===== config.mk =====
export PLATFORM = sky130hd
export DESIGN_NAME = bgf_div
export DESIGN_NICKNAME = d
export VERILOG_FILES = /design/src/hw/rtl/bgf_pkg.sv /design/src/hw/rtl/bgf_div.sv
export SDC_FILE = /design/constraint.sdc
export NUM_CORES = 1
export LEC_CHECK = 0
export ABC_AREA = 1
export BUFFER_PORTS_ARGS = -buffer_cell sky130_fd_sc_hd__buf_4
export CAP_MARGIN = 10
export CORE_UTILIZATION = 54
export CTS_CLUSTER_DIAMETER = 200
export CTS_CLUSTER_SIZE = 24
export DETAILED_ROUTE_END_ITERATION = 16
export PLACE_DENSITY = 0.77
export SLEW_MARGIN = 20
export SYNTH_ARGS = -nofsm -noshare
export SYNTH_HDL_FRONTEND = slang
export SYNTH_SLANG_ARGS = --single-unit

===== constraint.sdc =====
create_clock -name clk -period 5.2 [get_ports clk]
set_clock_uncertainty 0.1 [all_clocks]
set_input_delay 0.26 -clock clk [delete_from_list [all_inputs] [get_ports clk]]
set_output_delay 0.26 -clock clk [all_outputs]
set_load 0.05 [all_outputs]

===== src/hw/rtl/bgf_pkg.sv =====
`timescale 1ns / 1ps
// ----------------------------------------------------------------------------
// bgf_pkg: shared types and constants of the gradient-flow sweep
// Field and coefficient formats, register codes, unit request and response
// structs and the sequencer state types.
// ----------------------------------------------------------------------------
package bgf_pkg;

  // Field format: signed Q8.(PHI_W-8)
  localparam int PHI_W     = 32;
  localparam int PHI_FRAC  = PHI_W - 8;
  localparam int COEF_FRAC = 24;
  localparam int STEP_FRAC = 40;

  // Working value width and configuration widths
  localparam int VAL_W   = 64;
  localparam int CFG_W   = 47;
  localparam int MU_W    = 48;
  localparam int FORCE_W = 47;
  localparam int PADDR_W = 6;
  localparam int PDATA_W = 64;

  // Divider widths: quotient stays below 2^61 since the divisor is at least one
  localparam int NUM_W = 60;
  localparam int DEN_W = 61;
  localparam int QUO_W = 61;
  localparam int REM_W = 62;

  typedef logic signed [VAL_W-1:0] sval_t;

  localparam sval_t LIM       = 64'sh0FFF_FFFF_FFFF_FFFF;
  localparam sval_t FORCE_MAX = 64'sh0000_7FFF_FFFF_FFFF;
  localparam sval_t ONE       = sval_t'(64'd1 << PHI_FRAC);
  localparam sval_t PHI_MAX   = sval_t'((64'd1 << (PHI_W - 1)) - 64'd1);
  localparam sval_t PHI_MIN   = -sval_t'(64'd1 << (PHI_W - 1));

  // Register reset values
  localparam logic [CFG_W-1:0]       DX2_RST   = 47'd6710886400;
  localparam logic [CFG_W-1:0]       DX4_RST   = 47'd2684354560000;
  localparam logic [CFG_W-1:0]       BETA_RST  = 47'd16777216;
  localparam logic [CFG_W-1:0]       M2_RST    = 47'd16777216;
  localparam logic signed [MU_W-1:0] MU_RST    = -48'sd838860800;
  localparam logic [CFG_W-1:0]       KAPPA_RST = 47'd16777216;
  localparam logic [CFG_W-1:0]       DT_RST    = 47'd215504;

  // Register indexes (byte address / 8)
  localparam logic [2:0] REG_DX2   = 3'd0;
  localparam logic [2:0] REG_DX4   = 3'd1;
  localparam logic [2:0] REG_BETA  = 3'd2;
  localparam logic [2:0] REG_M2    = 3'd3;
  localparam logic [2:0] REG_MU    = 3'd4;
  localparam logic [2:0] REG_KAPPA = 3'd5;
  localparam logic [2:0] REG_DT    = 3'd6;

  // Rounding shift of a product
  typedef enum logic [1:0] {SH_COEF, SH_PHI, SH_STEP} shsel_t;

  typedef struct packed {
    logic   start;
    shsel_t sh;
    sval_t  a;
    sval_t  b;
  } mul_req_t;

  typedef struct packed {
    logic             start;
    logic [NUM_W-1:0] num;
    logic [DEN_W-1:0] den;
  } div_req_t;

  typedef struct packed {
    logic  busy;
    logic  done;
    logic  sat;
    sval_t res;
  } unit_rsp_t;

  typedef enum logic [1:0] {ST_IDLE, ST_ISSUE, ST_WAIT, ST_EMIT} state_t;

  typedef enum logic [3:0] {
    OP_LAP, OP_BH, OP_BT, OP_MT, OP_P2, OP_P4, OP_P5, OP_P6,
    OP_KD, OP_D2, OP_NUM, OP_DIV, OP_UPD
  } op_t;

  function automatic logic [VAL_W-1:0] mag64(sval_t v);
    return v[VAL_W-1] ? unsigned'(-v) : unsigned'(v);
  endfunction

endpackage


===== src/hw/rtl/bgf_div.sv =====
`timescale 1ns / 1ps
// ----------------------------------------------------------------------------
// bgf_div: restoring divider for the potential term
// round(num * 2^PHI_FRAC / den), one quotient bit a cycle, ties round up.
// ----------------------------------------------------------------------------
module bgf_div (
  input  logic                clk,
  input  logic                rst_n,
  input  bgf_pkg::div_req_t   req,
  output bgf_pkg::unit_rsp_t  rsp
);
  import bgf_pkg::*;

  localparam int CNT_W = $clog2(QUO_W + 1);
  localparam logic [CNT_W-1:0] RND_CNT = CNT_W'(QUO_W);

  logic             busy_r;
  logic             done_r;
  logic [CNT_W-1:0] cnt_r;
  logic [REM_W-1:0] rem_r;
  logic [QUO_W-1:0] nb_r;
  logic [QUO_W-1:0] q_r;
  logic [DEN_W-1:0] den_r;
  sval_t            res_r;

  logic [REM_W-1:0] trial;
  logic             qbit;
  logic [REM_W-1:0] rem2;

  // Trial subtract of the shifted remainder
  always_comb begin
    trial = {rem_r[REM_W-2:0], nb_r[QUO_W-1]};
    qbit  = trial >= REM_W'(den_r);
    rem2  = {rem_r[REM_W-2:0], 1'b0};
  end

  // Control: start, count bits, pulse done
  always_ff @(posedge clk) begin
    if (!rst_n) begin
      busy_r <= 1'b0;
      done_r <= 1'b0;
      cnt_r  <= '0;
    end else begin
      done_r <= 1'b0;
      if (req.start) begin
        busy_r <= 1'b1;
        cnt_r  <= '0;
      end else if (busy_r) begin
        cnt_r <= cnt_r + CNT_W'(1);
        if (cnt_r == RND_CNT) begin
          busy_r <= 1'b0;
          done_r <= 1'b1;
        end
      end
    end
  end

  // Datapath: one quotient bit per cycle, then round to nearest
  always_ff @(posedge clk) begin
    if (req.start) begin
      rem_r <= REM_W'(req.num >> (QUO_W - PHI_FRAC));
      nb_r  <= QUO_W'({req.num, {PHI_FRAC{1'b0}}});
      den_r <= req.den;
      q_r   <= '0;
    end else if (busy_r) begin
      if (cnt_r == RND_CNT) begin
        res_r <= sval_t'({3'd0, q_r}) + sval_t'({63'd0, rem2 >= REM_W'(den_r)});
      end else begin
        rem_r <= qbit ? trial - REM_W'(den_r) : trial;
        nb_r  <= {nb_r[QUO_W-2:0], 1'b0};
        q_r   <= {q_r[QUO_W-2:0], qbit};
      end
    end
  end

  assign rsp.busy = busy_r;
  assign rsp.done = done_r;
  assign rsp.sat  = 1'b0;
  assign rsp.res  = res_r;

endmodule


# ---- After elaboration in Yosys (flattened, before gate mapping)
# Index checks and enable logic that the tools add are counted.
dict set report totals {
  register_bits 292
  latch_bits 0
  ram_bits 0
  mem_bits_ro 0
  output_inout_bits 67
  n_memories 0
}
dict set report op_classes {
  addsub 3
  n_mul 0
  n_div 0
  n_lt_le_gt_ge 2
  eq_ne 2
  shifts 0
  muxes 11
  n_bitwise 4
  n_reduce_logical 6
}
# operator count
set op_table {}
lappend op_table {{$mux 61} 4}
lappend op_table {{$ge 62x61->1} 2}
lappend op_table {{$mux 23} 3}
lappend op_table {{$add 61x1->62} 1}
lappend op_table {{$sub 61x61->61} 1}
lappend op_table {{$add 6x1->6 const B} 1}
lappend op_table {{$eq 6x6->1 const B} 1}
lappend op_table {{$mux 1} 4}
lappend op_table {{$not 1->1} 4}
lappend op_table {{$reduce_and 2->1} 2}
lappend op_table {{$reduce_and 3->1} 1}
lappend op_table {{$reduce_or 3->1} 1}
lappend op_table {{$ne 2x2->1 const B} 1}
lappend op_table {{$reduce_bool 2->1} 1}
lappend op_table {{$reduce_or 2->1} 1}

# ---- Depth between registers and ports, before layout
dict set report depth {
  word_depth 5
  depth_mapped 25
}

# ---- Least setup slack after synthesis
# No wires, ideal clock.
dict set report synth_path {
  path_type {input to register}
  from {in req[121] (netlist bit)}
  to {reg res_r[0], enable pin}
  t_arrival_ps 4947
  t_required_ps 4542
  path_slack_ps -405
  path_stages 3
  n_path_buf 2
  path_cell_list {clkbuf_1 > clkbuf_1 > nor3_1}
}
dict set report synth_between {
  elab_chain_len 2
}
# element line
set synth_rtl {}
lappend synth_rtl {{start: declaration} bgf_div.sv:9} ;# input bgf_pkg::div_req_t req,
lappend synth_rtl {{$not 1->1 (no line)} -}
lappend synth_rtl {{$reduce_and 3->1 (no line)} -}
lappend synth_rtl {{end signal: assignment} bgf_div.sv:67} ;# res_r <= sval_t'({3'd0, q_r}) + sval_t'({63'd0, rem2 >= REM_W'(den_r)});
lappend synth_rtl {{end: declaration} bgf_div.sv:24} ;# sval_t res_r;
# No other way between the ends.
# A chain may end at the register's enable or synchronous reset.

# ---- Worst setup path after layout
dict set report layout_path {
  from {reg rem_r[3]}
  to {reg res_r[52], data pin}
}
dict set report layout_between {
  elab_chain_len 2
}
# element line
set layout_rtl {}
lappend layout_rtl {{start: declaration} bgf_div.sv:20} ;# logic [REM_W-1:0] rem_r;
lappend layout_rtl {{start signal: assignment} bgf_div.sv:61} ;# rem_r <= REM_W'(req.num >> (QUO_W - PHI_FRAC));
lappend layout_rtl {{start signal: assignment} bgf_div.sv:69} ;# rem_r <= qbit ? trial - REM_W'(den_r) : trial;
lappend layout_rtl {{$ge 62x61->1} bgf_div.sv:67}
lappend layout_rtl {{$add 61x1->62} bgf_div.sv:67}
# No other way between the ends.

==> impl_results.md <==
* Nets@finish at 2706
* Pwr/cell area at 235 mW/mm^2
* CP startpoint: rem_r[3]$_DFFE_PP_
* Psw at 1370 uW
* Top-area cell type share of the netlist area at 0.319
* Worst reg-to-reg path cell count at 22
* Ratio of cells with drive above 1 in the final layout at 0.118
* Post-Route WL at 52400 um
* Warning count from the yosys run at 0
* Count of state elements after synthesis at 290
* Non-Filler Instances at 2928
* Routed wire per std cell at 17.9 um
* Total core area at 0.0315 sq mm
* H-tree levels at 1
* CTS tree: built
* Area Growth Syn to Fin at 19.8%
* Cell variety after synth at 52
* Most frequent cells in the layout: nand2_1, inv_1, buf_4, edfxtp_1, nor2_1
* IO Count at 191
* Worst path required time at 5.39 ns
* Die width at 181 um
* Starting density of the core at 0.547
* Critical path type: register to register
* Detailed-route via count at 15800
* Total gr overflow at 0
* Post-route DRC at 0
* Clock transition at path regs at 0.11 ns
* Site Rows at 65
* Vias/cell at 5.41
* Cts bufs inserted at 16
* Status: completed
* Max Slew Vio Count at 0
* Worst Hold Class: input pin to register
* Post-synthesis cell count at 2229
* Number of global-route vias before repair at 15400
* Syn Area/Cell at 7.73 sq um
* Top cells by area, synth: edfxtp_1, nand2_1, dfxtp_1, inv_1, ha_1
* Fraction of registers with async set/reset at 0
* Post-synth top flop: edfxtp_1
* CTS-repair resized insts at 0
* Worst R2R Start: rem_r[3]$_DFFE_PP_
* RSZ-0062 raised after global routing: false
* Most common cell after layout, fill and taps aside: nand2_1
* RR Endpoint: res_r[52]$_DFFE_PP_
* Clock sinks at 290
* Worst Setup EP: res_r[52]$_DFFE_PP_
* Sw frac at 0.283
* Final-layout fill cell count at 2636
* Maximum number of pins on one net before global-route repair at 93
* Clock power share at 0.283
* Period minus WS final at 4.15 ns
* Comb pwr share at 0.185
* HPWL Detailed at 38700 um
* Root Buffer: clkbuf_16
* Final Cycle Share at 0.799
* Post-synthesis sequential area ratio at 0.444
* Antenna Nets Post-Route at 0
* Final GP Congestion at 0.996
* Placed Instances at 2778
* Buffers on Ports at 187
* Setup total negative slack at 0 ns
* Worst setup EP type: register
* Post-synth top area cell: edfxtp_1
* Slew headroom at 0.285
* GRT Util Overall at 0.319
* TritonRoute pass-1 iters at 5
* Internal at 3480 uW
* Initial antenna violation count at 1
* Final setup viols at 0
* Die area at 0.0326 sq mm
* VDD IR max at 0.237 mV
* Iteration-0 DRC Markers at 1284
* Post-synth EDFFs at 183
* Clk_lat worst skew at 0.54 ns
* CTS max path bufs at 3
* Critical path peak fanout at 5
* First-pass GRT wire length at 81900 um
* Data arrival time at the worst-slack endpoint at 4.34 ns
* Fmax at 0.241 GHz
* Leak Pwr at 0.00937 uW
* Synthesized area at 0.0172 sq mm
* Hold Vio Cnt, Final at 0
* Die extent in y at 181 um
* R2r setup slk at 1.05 ns
* Flop pwr share at 0.532
* Crit start category: register
* Tightest Pin Transition at 1.06 ns
* Max Cap Viol at 0
-- layout make-up --
type / instances / area (sq um) / area share
repair buffers: 317 / 2690 / 0.130
flip-flops and latches: 290 / 7640 / 0.370
diodes: 1 / 2.50 / 0.000121
multi-input cells: 1524 / 7940 / 0.385
inverters: 367 / 1380 / 0.0669
clock buffers: 25 / 434 / 0.0210
clock inverters: 2 / 46.3 / 0.00224
well taps: 402 / 503 / 0.0244
-- worst max-delay path, cell delays in order, from the launching register on --
cell	delay, ns
edfxtp_1	0.42
ha_1	0.38
nand2_1	0.13
nor2_2	0.17
o21ai_0	0.13
nand3_1	0.12
nand2_1	0.07
nand2_1	0.08
nand2_1	0.06
nand2_1	0.08
nand2_1	0.07
nand3_1	0.13
ha_1	0.21
ha_1	0.22
nand3_2	0.11
nor2_4	0.14
nand3_4	0.12
nor3_2	0.19
nand3_1	0.26
nand3b_4	0.27
nor2_1	0.19
nand2_1	0.09
xor2_1	0.15
-- layer usage --
| metal | GRT usage | share of wire | vias to the layer above |
|---|---|---|---|
| li1 | - | - | 7761 |
| met2 | 0.524 | 0.46 | 610 |
| met4 | 0.101 | 0.031 | 0 |
| met1 | 0.433 | 0.44 | 7367 |
| met5 | 0 | 0 | - |
| met3 | 0.0487 | 0.071 | 96 |
-- logic make-up (layout without fill, tap and decap cells) --
logic type	count (synthesis)	in the layout	synth area share
adder cells (fa/ha/maj)	66	66	0.0484
buffers and inverters	417	711	0.0966
other	1	4	0.000218
flip-flops	290	290	0.444
AND/OR/NAND/NOR	1105	1105	0.278
AO/OA/AOI/OAI	260	260	0.0876
XOR/XNOR	90	90	0.0458
-- how the worst min path moves through the flow --
stage                     startpoint                      to  slack [ns]  cells past startpoint
after detailed placement     req[47]     den_r[47]$_DFFE_PP_        0.34                      1
after global routing        req[121]  rem_r[60]$_SDFFE_PP0P_        0.07                      2
after floorplan               req[0]      den_r[0]$_DFFE_PP_        0.26                      0
after CTS                   req[121]  rem_r[60]$_SDFFE_PP0P_        0.05                      2
after global placement       req[33]     den_r[33]$_DFFE_PP_        0.34                      1
final                       req[121]  rem_r[60]$_SDFFE_PP0P_        0.06                      2
-- synth_stat cells, types with 2 or more instances --
master and count:
o211ai_2 9, inv_2 15, nand4_1 31, buf_4 5, nor2_1 146, nor3_1 43
a21oi_1 74, o22ai_1 58, nand2_2 9, or2_1 4, nor2_4 7, nor3b_1 2
buf_6 3, xor2_1 62, o21bai_1 10, nor2_2 17, inv_1 352, or2_0 7
o21a_1 5, clkbuf_1 23, xnor2_1 28, ha_1 65, buf_1 2, buf_8 2
nand3_4 2, edfxtp_1 183, nor4_1 14, nand3_1 111, o21ai_1 30, buf_2 13
dfxtp_1 107, nand3_2 9, nor3_2 6, o21ai_0 65, a21oi_2 4, nand2_1 690
-- state kept, by name, indices dropped and copies added, names as in the netlist --
register,count
res_r,62
den_r,61
q_r,61
rem_r,61
nb_r,37
cnt_r,6
busy_r,1
done_r,1
-- power groups by stage --
stage	logic [uW]	registers [uW]	clock network, uW
3_3_place_gp	779	2620	0
5_1_grt	978	2590	1470
2_1_floorplan	530	2620	0
4_1_cts	870	2580	1400
3_5_place_dp	789	2630	0
6_report	897	2580	1370
-- per-stage QoR --
| stage | total power (uW) | area [sq um] | hold slack [ns] | util | setup WS, ns |
|---|---|---|---|---|---|
| after floorplan | 3150 | 17200 | 0.259 | - | 1.54 |
| after global placement | 3400 | 18900 | 0.338 | 0.601 | 1.31 |
| after detailed placement | 3420 | 18900 | 0.339 | 0.601 | 1.17 |
| after CTS | 4840 | 20600 | 0.0536 | 0.655 | 1.13 |
| after global routing | 5030 | 20600 | 0.0681 | 0.656 | 0.727 |
| final | 4850 | 20600 | 0.0555 | 0.656 | 1.05 |
-- repair_timing --
| action | in CTS | in global routing |
|---|---|---|
| setup buffers | 0 | 0 |
| hold buffers | 122 | 0 |
| hold endpoints to repair | 122 | 0 |
Power figures use the tool's default switching activity.
